==> src/hdl/dks_pkg.sv <==
package dks_pkg;

    // Sizes
    localparam int DIGIT_SLOTS_DEF = 11;
    localparam int VALUE_W         = 32;
    localparam int DIGIT_W         = 4;
    localparam int POS_W           = 4;
    localparam int CNT_W           = 5;
    localparam int KEY_W           = 8;
    localparam int CFG_W           = 8;
    localparam int OP_W            = 1;

    // Reset value of the digit count register
    localparam logic [CFG_W-1:0] DIGIT_COUNT_RST = 8'd6;

    // Operation codes carried in tuser
    localparam logic [OP_W-1:0] OP_LOAD = 1'b0;
    localparam logic [OP_W-1:0] OP_POLL = 1'b1;

    // Keyboard usages
    localparam logic [KEY_W-1:0] KEY_RELEASE = 8'h00;
    localparam logic [KEY_W-1:0] KEY_ZERO    = 8'h27;
    localparam logic [KEY_W-1:0] KEY_ONE     = 8'h1E;

    typedef enum logic {
        ST_IDLE,
        ST_CONV
    } t_state;

    // Controller to datapath
    typedef struct packed {
        logic start;   // load item taken: capture value, clear digits
        logic step;    // one shift-and-adjust iteration
        logic finish;  // set read and end positions
        logic poll;    // poll item taken
    } t_cmd;

    // Datapath to controller
    typedef struct packed {
        logic last_step;    // final conversion iteration
        logic out_blocked;  // result held and not taken this cycle
    } t_sts;

    // Digit to key usage: '0' sits after '9'
    function automatic logic [KEY_W-1:0] usage_of_digit(input logic [DIGIT_W-1:0] d);
        logic [KEY_W-1:0] u;
        if (d == '0) begin
            u = KEY_ZERO;
        end else begin
            u = KEY_ONE + KEY_W'(d) - KEY_W'(1);
        end
        return u;
    endfunction

endpackage

==> src/hdl/dks_ctrl.sv <==
module dks_ctrl (
    input  logic                    i_clk,
    input  logic                    i_rst_n,
    input  logic                    i_s_axis_tvalid,
    output logic                    o_s_axis_tready,
    input  logic [dks_pkg::OP_W-1:0] i_op,
    input  dks_pkg::t_sts           i_sts,
    output dks_pkg::t_cmd           o_cmd
);
    import dks_pkg::*;

    t_state r_state;
    t_state n_state;
    logic   accept;

    // State register
    always_ff @(posedge i_clk) begin
        if (!i_rst_n) begin
            r_state <= ST_IDLE;
        end else begin
            r_state <= n_state;
        end
    end

    // Next state and commands
    always_comb begin
        n_state         = r_state;
        o_cmd           = '0;
        o_s_axis_tready = 1'b0;
        accept          = 1'b0;
        case (r_state)
            ST_IDLE: begin
                o_s_axis_tready = !i_sts.out_blocked;
                accept          = i_s_axis_tvalid && !i_sts.out_blocked;
                if (accept) begin
                    if (i_op == OP_LOAD) begin
                        o_cmd.start = 1'b1;
                        n_state     = ST_CONV;
                    end else begin
                        o_cmd.poll = 1'b1;
                    end
                end
            end
            ST_CONV: begin
                o_cmd.step = 1'b1;
                if (i_sts.last_step) begin
                    o_cmd.finish = 1'b1;
                    n_state      = ST_IDLE;
                end
            end
            default: begin
                n_state = ST_IDLE;
            end
        endcase
    end

endmodule

==> src/hdl/dks_dp.sv <==
module dks_dp #(
    parameter int DIGIT_SLOTS = dks_pkg::DIGIT_SLOTS_DEF
) (
    input  logic                        i_clk,
    input  logic                        i_rst_n,
    input  logic                        i_cfg_we,
    input  logic [dks_pkg::CFG_W-1:0]   i_cfg_wdata,
    input  logic [dks_pkg::VALUE_W-1:0] i_value,
    input  dks_pkg::t_cmd               i_cmd,
    output dks_pkg::t_sts               o_sts,
    output logic                        o_m_axis_tvalid,
    input  logic                        i_m_axis_tready,
    output logic [dks_pkg::KEY_W-1:0]   o_m_axis_tdata
);
    import dks_pkg::*;

    localparam int BCD_W = DIGIT_SLOTS * DIGIT_W;

    logic [CFG_W-1:0]   r_digit_count;
    logic [VALUE_W-1:0] r_bin;
    logic [BCD_W-1:0]   r_bcd;
    logic [BCD_W-1:0]   n_bcd;
    logic [CNT_W-1:0]   r_cnt;
    logic [POS_W-1:0]   r_read;
    logic [POS_W-1:0]   r_end;
    logic               r_held;
    logic               r_out_valid;
    logic [KEY_W-1:0]   r_out_data;
    logic [POS_W-1:0]   n_count;
    logic [DIGIT_W-1:0] cur_digit;
    logic               have_work;

    // Digit count register
    always_ff @(posedge i_clk) begin
        if (!i_rst_n) begin
            r_digit_count <= DIGIT_COUNT_RST;
        end else if (i_cfg_we) begin
            r_digit_count <= i_cfg_wdata;
        end
    end

    // Add 3 to every digit of 5 or more, then shift in the next binary bit.
    // Digit k (from the least significant) sits in slot DIGIT_SLOTS-1-k.
    always_comb begin
        logic [BCD_W-1:0] adj;
        adj = r_bcd;
        for (int k = 0; k < DIGIT_SLOTS; k++) begin
            if (r_bcd[k*DIGIT_W +: DIGIT_W] >= DIGIT_W'(5)) begin
                adj[k*DIGIT_W +: DIGIT_W] = r_bcd[k*DIGIT_W +: DIGIT_W] + DIGIT_W'(3);
            end
        end
        n_bcd = {adj[BCD_W-2:0], r_bin[VALUE_W-1]};
    end

    // Binary to decimal conversion
    always_ff @(posedge i_clk) begin
        if (i_cmd.start) begin
            r_bin <= i_value;
            r_bcd <= '0;
        end else if (i_cmd.step) begin
            r_bin <= {r_bin[VALUE_W-2:0], 1'b0};
            r_bcd <= n_bcd;
        end
    end

    always_ff @(posedge i_clk) begin
        if (!i_rst_n) begin
            r_cnt <= '0;
        end else if (i_cmd.start) begin
            r_cnt <= '0;
        end else if (i_cmd.step) begin
            r_cnt <= r_cnt + CNT_W'(1);
        end
    end

    assign o_sts.last_step   = (r_cnt == CNT_W'(VALUE_W - 1));
    assign o_sts.out_blocked = r_out_valid && !i_m_axis_tready;

    // Saturated digit count
    assign n_count = (r_digit_count > CFG_W'(DIGIT_SLOTS)) ? POS_W'(DIGIT_SLOTS)
                                                          : r_digit_count[POS_W-1:0];

    // Digit at the read position
    always_comb begin
        cur_digit = '0;
        for (int s = 0; s < DIGIT_SLOTS; s++) begin
            if (r_read == POS_W'(s)) begin
                cur_digit = r_bcd[(DIGIT_SLOTS-1-s)*DIGIT_W +: DIGIT_W];
            end
        end
    end

    assign have_work = (r_read != r_end);

    // Read position, held key and result register
    always_ff @(posedge i_clk) begin
        if (!i_rst_n) begin
            r_read      <= '0;
            r_end       <= '0;
            r_held      <= 1'b0;
            r_out_valid <= 1'b0;
        end else begin
            if (r_out_valid && i_m_axis_tready) begin
                r_out_valid <= 1'b0;
            end
            if (i_cmd.finish) begin
                r_read <= POS_W'(DIGIT_SLOTS) - n_count;
                r_end  <= POS_W'(DIGIT_SLOTS);
            end
            if (i_cmd.poll && have_work) begin
                r_out_valid <= 1'b1;
                if (r_held) begin
                    r_held <= 1'b0;
                    r_read <= r_read + POS_W'(1);
                end else begin
                    r_held <= 1'b1;
                end
            end
        end
    end

    always_ff @(posedge i_clk) begin
        if (i_cmd.poll && have_work) begin
            r_out_data <= r_held ? KEY_RELEASE : usage_of_digit(cur_digit);
        end
    end

    assign o_m_axis_tvalid = r_out_valid;
    assign o_m_axis_tdata  = r_out_data;

endmodule

==> src/hdl/decimal_keystroke_sender.sv <==
// Load item: 32 shift-and-adjust steps, one per value bit, run before the next item can be taken.
// Poll item: the report is registered and shown the next cycle.
// A load yields no item; a poll yields at most one.
// Synchronous active-low reset: nothing to send, no key held, digit count 6.
module decimal_keystroke_sender #(
    parameter int DIGIT_SLOTS = dks_pkg::DIGIT_SLOTS_DEF
) (
    input  logic                        i_clk,
    input  logic                        i_rst_n,
    // Configuration: digit_count
    input  logic                        i_cfg_we,
    input  logic [dks_pkg::CFG_W-1:0]   i_cfg_wdata,
    // Input stream
    input  logic                        i_s_axis_tvalid,
    output logic                        o_s_axis_tready,
    input  logic [dks_pkg::VALUE_W-1:0] i_s_axis_tdata,  // [31:0] value
    input  logic [dks_pkg::OP_W-1:0]    i_s_axis_tuser,  // [0] op
    // Output stream
    output logic                        o_m_axis_tvalid,
    input  logic                        i_m_axis_tready,
    output logic [dks_pkg::KEY_W-1:0]   o_m_axis_tdata   // [7:0] key_usage
);
    import dks_pkg::*;

    t_cmd cmd;
    t_sts sts;

    dks_ctrl u_ctrl (
        .i_clk           (i_clk),
        .i_rst_n         (i_rst_n),
        .i_s_axis_tvalid (i_s_axis_tvalid),
        .o_s_axis_tready (o_s_axis_tready),
        .i_op            (i_s_axis_tuser),
        .i_sts           (sts),
        .o_cmd           (cmd)
    );

    dks_dp #(
        .DIGIT_SLOTS (DIGIT_SLOTS)
    ) u_dp (
        .i_clk           (i_clk),
        .i_rst_n         (i_rst_n),
        .i_cfg_we        (i_cfg_we),
        .i_cfg_wdata     (i_cfg_wdata),
        .i_value         (i_s_axis_tdata),
        .i_cmd           (cmd),
        .o_sts           (sts),
        .o_m_axis_tvalid (o_m_axis_tvalid),
        .i_m_axis_tready (i_m_axis_tready),
        .o_m_axis_tdata  (o_m_axis_tdata)
    );

endmodule
==> config.mk <==
export PLATFORM = sky130hd
export DESIGN_NAME = decimal_keystroke_sender
export DESIGN_NICKNAME = d
export VERILOG_FILES = /design/src/hdl/dks_pkg.sv /design/src/hdl/dks_ctrl.sv /design/src/hdl/dks_dp.sv /design/src/hdl/decimal_keystroke_sender.sv
export SDC_FILE = /design/constraint.sdc
export NUM_CORES = 1
export LEC_CHECK = 0
export BUFFER_PORTS_ARGS = -buffer_cell sky130_fd_sc_hd__buf_2
export CELL_PAD_IN_SITES_DETAIL_PLACEMENT = 1
export CELL_PAD_IN_SITES_GLOBAL_PLACEMENT = 1
export CORE_MARGIN = 10
export CORE_UTILIZATION = 50
export CTS_CLUSTER_SIZE = 12
export DETAILED_ROUTE_END_ITERATION = 8
export PLACE_DENSITY_LB_ADDON = 0.1
export SETUP_SLACK_MARGIN = 0.1
export SYNTH_ARGS = -nofsm -noshare
export SYNTH_HDL_FRONTEND = slang
export SYNTH_SLANG_ARGS = --single-unit
==> constraint.sdc <==
create_clock -name i_clk -period 4.3 [get_ports i_clk]
set_clock_uncertainty 0.05 [all_clocks]
set_input_delay 1.075 -clock i_clk [delete_from_list [all_inputs] [get_ports i_clk]]
set_output_delay 1.075 -clock i_clk [all_outputs]
set_load 0.05 [all_outputs]
==> metrics.md <==
| Metric | Value |
|---|---|
| CP required | `between 4 and 5 ns` |
| Status | `completed` |
| Seq/Total Area, Yosys | `~45%` |
| All-Layer GR Usage | `between 15 and 20%` |
| Fill count | `1,234` |
| DP HPWL | `9650 um` |
| DP Cell Count | `716` |
| Critical Path AT | `between 3 and 4 ns` |
| Sequential share of power | `~60%` |
| RSZ-0062 raised after global routing | `false` |
| Vias per cell | `5.76` |
| WL final | `13,200 um` |
| Main synth FF type | `dfxtp_1` |
| PD cells | `312 nW/um^2` |
| Layout cells sized above 1 | `roughly a fifth` |
| Antenna violations before repair | `0` |
| Worst Setup Path Type | `flop to flop` |
| Cts repair resizes | `0` |
| Fmax | `~0.33 GHz` |
| Clk sinks | `103` |
| Clock buffer depth | `2` |
| Actual slew at the worst max-slew pin | `0.954 ns` |
| Hold Path End | `u_dp.r_bcd[0]$_SDFFE_PP0P_` |
| Global-route wire length before repair | `21,700 um` |
| Worst Hold Class | `flop to flop` |
| Port bufs | `53` |
| Top-area cell type share of the netlist area | `about a quarter` |
| Antenna-violating nets left | `0` |
| CTS Hold Bufs | `0` |
| FP Rows | `38` |
| Most frequent cell after synthesis | `dfxtp_1` |
| CTS tree | `done` |
| Yosys warns | `0` |
| Layout overhead on the synthesized area | `9.83%` |
| Die Span X | `approximately 120 um` |
| Largest net degree at the start of global routing | `45` |
| Hold Path Origin | `u_dp.r_bin[31]$_DFFE_PP_` |
| TNS Setup | `0 ns` |
| # DRC | `0` |
| Worst-path cell chain | `ha_1 -> inv_1 -> a311oi_1 -> o221ai_1 -> o311ai_2 -> inv_2 -> ha_1 -> a21oi_1 -> a21oi_1` |
| Most instantiated cells after synthesis | `65 x dfxtp_1, 49 x a21oi_1, 38 x edfxtp_1, 38 x nand2_1, 37 x o21ai_0` |
| H-tree depth reported by CTS | `3` |
| Worst vdd ir | `0.207 mV` |
| Clock share of power | `about a third` |
| Hold WS | `0.442 ns` |
| Die area | `15,500 um^2` |
| Register-to-register setup slack | `around 1.3 ns` |
| Fin cells | `732` |
| Sw Ratio | `26.2%` |
| Fin crit period | `3.01 ns` |
| Max-cap viol count | `0` |
| Post-Syn Area | `5450 um^2` |
| Final Power | `~0.0019 W` |
| Total clock buffers created by CTS | `9` |
| Post-CTS Setup Bufs | `0` |
| Die Ht | `124 um` |
| Synth area leader | `dfxtp_1` |
| Final Cycle Share | `approximately 70%` |
| Worst Hold Depth | `2` |
| Diode count | `0` |
| Pins Over Slew Limit | `0` |
| R2R Path End | `u_dp.o_m_axis_tdata[5]$_SDFFCE_PP0P_` |
| Crit path max fanout | `20` |
| WL/cell | `18.0 um` |
| Worst-skew pair later-pin latency | `0.38 ns` |
| First-pass DRT Iterations | `4` |
| GP Congestion | `0.807` |
| Netlist cell types | `65` |
| Top-level I/O count | `56` |
| Crit Reg-Reg Startpoint | `u_dp.r_read[0]$_SDFF_PN0_` |
| Top cell family by delay on the critical path | `compound AO/OA/AOI/OAI gates` |
| Vias | `4,216` |
| Worst R2R Path Depth | `9` |
| Syn Inst Count | `between 500 and 600` |
| Initial DRC count | `245` |
| Internal power | `0.00138 W` |
| CTS Root Cell | `clkbuf_8` |
| #FFs+latches synth | `slightly above 100` |
| Slew Limit Headroom | `36.4%` |
| CP max stage delay | `~0.63 ns` |
| NetSw | `0.000489 W` |
| # setup viols final | `0` |
| Buf+Inv Stages, Crit Path | `2` |
| CP endpoint kind | `flop` |
| Hold Fails Final Rpt | `0` |
| Core area | `around 11,000 um^2` |
| Slowest-stage cell, CP | `ha_1` |
| Number of global-route vias before repair | `4,357` |
| Ys async rst share | `0%` |
| Pleak | `2.21 nW` |
| Total gr overflow | `0` |
| Combinational cell fraction of total power | `9.8%` |
| Synth area leaders | `dfxtp_1 24%, edfxtp_1 21%, ha_1 6.9%, mux2_2 6.4%, a21oi_1 4.5%` |
| Critical Path Source Type | `flop` |
| Initial core utilization | `50.7%` |
| EDFF count, synth | `38` |
| Nets | `663` |
| Reg clk slew, reported paths | `0.11 ns` |
| Synthesized area per cell | `~10 um^2` |
-- placed cells by master (no fill, tap or decap), types with 3 or more instances in the layout --
| cell type | count |
|---|---|
| buf_4 | 3 |
| clkbuf_8 | 10 |
| buf_2 | 53 |
| o21a_1 | 3 |
| nand3b_1 | 4 |
| o31a_1 | 3 |
| edfxtp_1 | 38 |
| mux2_2 | 31 |
| xor2_1 | 11 |
| xnor2_1 | 14 |
| a21oi_1 | 49 |
| o21ai_0 | 37 |
| inv_1 | 31 |
| nand3_1 | 3 |
| o22ai_1 | 17 |
| a221oi_1 | 3 |
| ha_1 | 30 |
| nor3b_1 | 11 |
| o32ai_1 | 10 |
| mux2i_1 | 10 |
| nor2_1 | 23 |
| nor3_1 | 6 |
| nand2_1 | 38 |
| nor2b_1 | 13 |
| nand2b_1 | 16 |
| dfxtp_1 | 65 |
| o211ai_1 | 5 |
-- worst max path at each step --
stage | startpoint | to | slack [ns] | depth (start not counted)
6_report | u_dp.r_read[0]$_SDFF_PN0_ | u_dp.o_m_axis_tdata[5]$_SDFFCE_PP0P_ | 1.29 | 9
3_5_place_dp | u_dp.r_read[0]$_SDFF_PN0_ | u_dp.o_m_axis_tdata[3]$_SDFFCE_PP0P_ | 1.35 | 9
5_1_grt | u_dp.r_read[0]$_SDFF_PN0_ | u_dp.o_m_axis_tdata[5]$_SDFFCE_PP0P_ | 1.01 | 10
4_1_cts | u_dp.r_read[0]$_SDFF_PN0_ | u_dp.o_m_axis_tdata[3]$_SDFFCE_PP0P_ | 1.34 | 9
3_3_place_gp | i_m_axis_tready | u_dp.r_read[3]$_SDFF_PN0_ | 1.42 | 7
2_1_floorplan | i_m_axis_tready | u_dp.r_bin[0]$_SDFFCE_PN0P_ | 1.18 | 6
-- sequential cells by signal, summed over array words and instances (netlist names) --
signal / flops
u_dp.r_bcd: 44
u_ctrl.r_state: 1
u_dp.o_m_axis_tdata: 6
u_dp.r_end: 1
u_dp.r_bin: 32
u_dp.r_held: 1
u_dp.o_m_axis_tvalid: 1
u_dp.r_read: 4
u_dp.r_digit_count: 8
u_dp.r_cnt: 5
-- worst register-to-register path, stage by stage (launching register included) --
cell and delay, ns:
dfxtp_1 0.47, ha_1 0.63, inv_1 0.25, a311oi_1 0.34, o221ai_1 0.20, o311ai_2 0.18
inv_2 0.09, ha_1 0.23, a21oi_1 0.22, a21oi_1 0.11
-- power groups by stage --
stage	clock network [W]	logic [W]	registers [W]
floorplan	0	0.000130	0.00110
global placement	0	0.000173	0.00111
detailed placement	0	0.000183	0.00112
CTS	0.000602	0.000185	0.00109
global route	0.000639	0.000203	0.00110
finish	0.000593	0.000182	0.00109
-- stage by stage --
step / util [%] / setup slack (ns) / area [um^2]
finish: 55.7 / 1.29 / 5990
global route: 55.7 / 1.01 / 5990
CTS: 55.7 / 1.34 / 5990
detailed placement: 54.0 / 1.35 / 5800
global placement: 54.0 / 1.42 / 5800
floorplan: - / 1.18 / 5450
-- layout make-up --
class	count	area [um^2]	share of cell area, %
clock buffer	11	141	2.36
sequential	103	2440	40.8
clock inverter	5	42.5	0.711
multi-input combinational	383	2750	46.0
tap	140	175	2.93
timing repair buffer	57	308	5.14
inverter	33	124	2.07
-- cell families (layout without fill, tap and decap cells) --
logic type	Yosys count	after routing	share of synthesized area (%)
and+or+nand+nor	132	132	13.4
other	1	2	0.0688
DFF	103	103	44.8
adders and majority gates	30	30	6.89
xor gates and xnor gates	25	25	4.02
buffers and inverters	58	106	4.87
muxes	41	41	8.24
AOI/OAI and AO/OA	153	153	17.7
-- per-layer routing --
layer	track usage (%)	wire [um]	up-vias
li1	-	-	2051
met1	20.6	5980	2061
met2	28.1	6450	82
met3	3.19	473	22
met4	6.37	280	0
met5	0	0	-
Note: power is estimated with default switching activity, not from simulation.
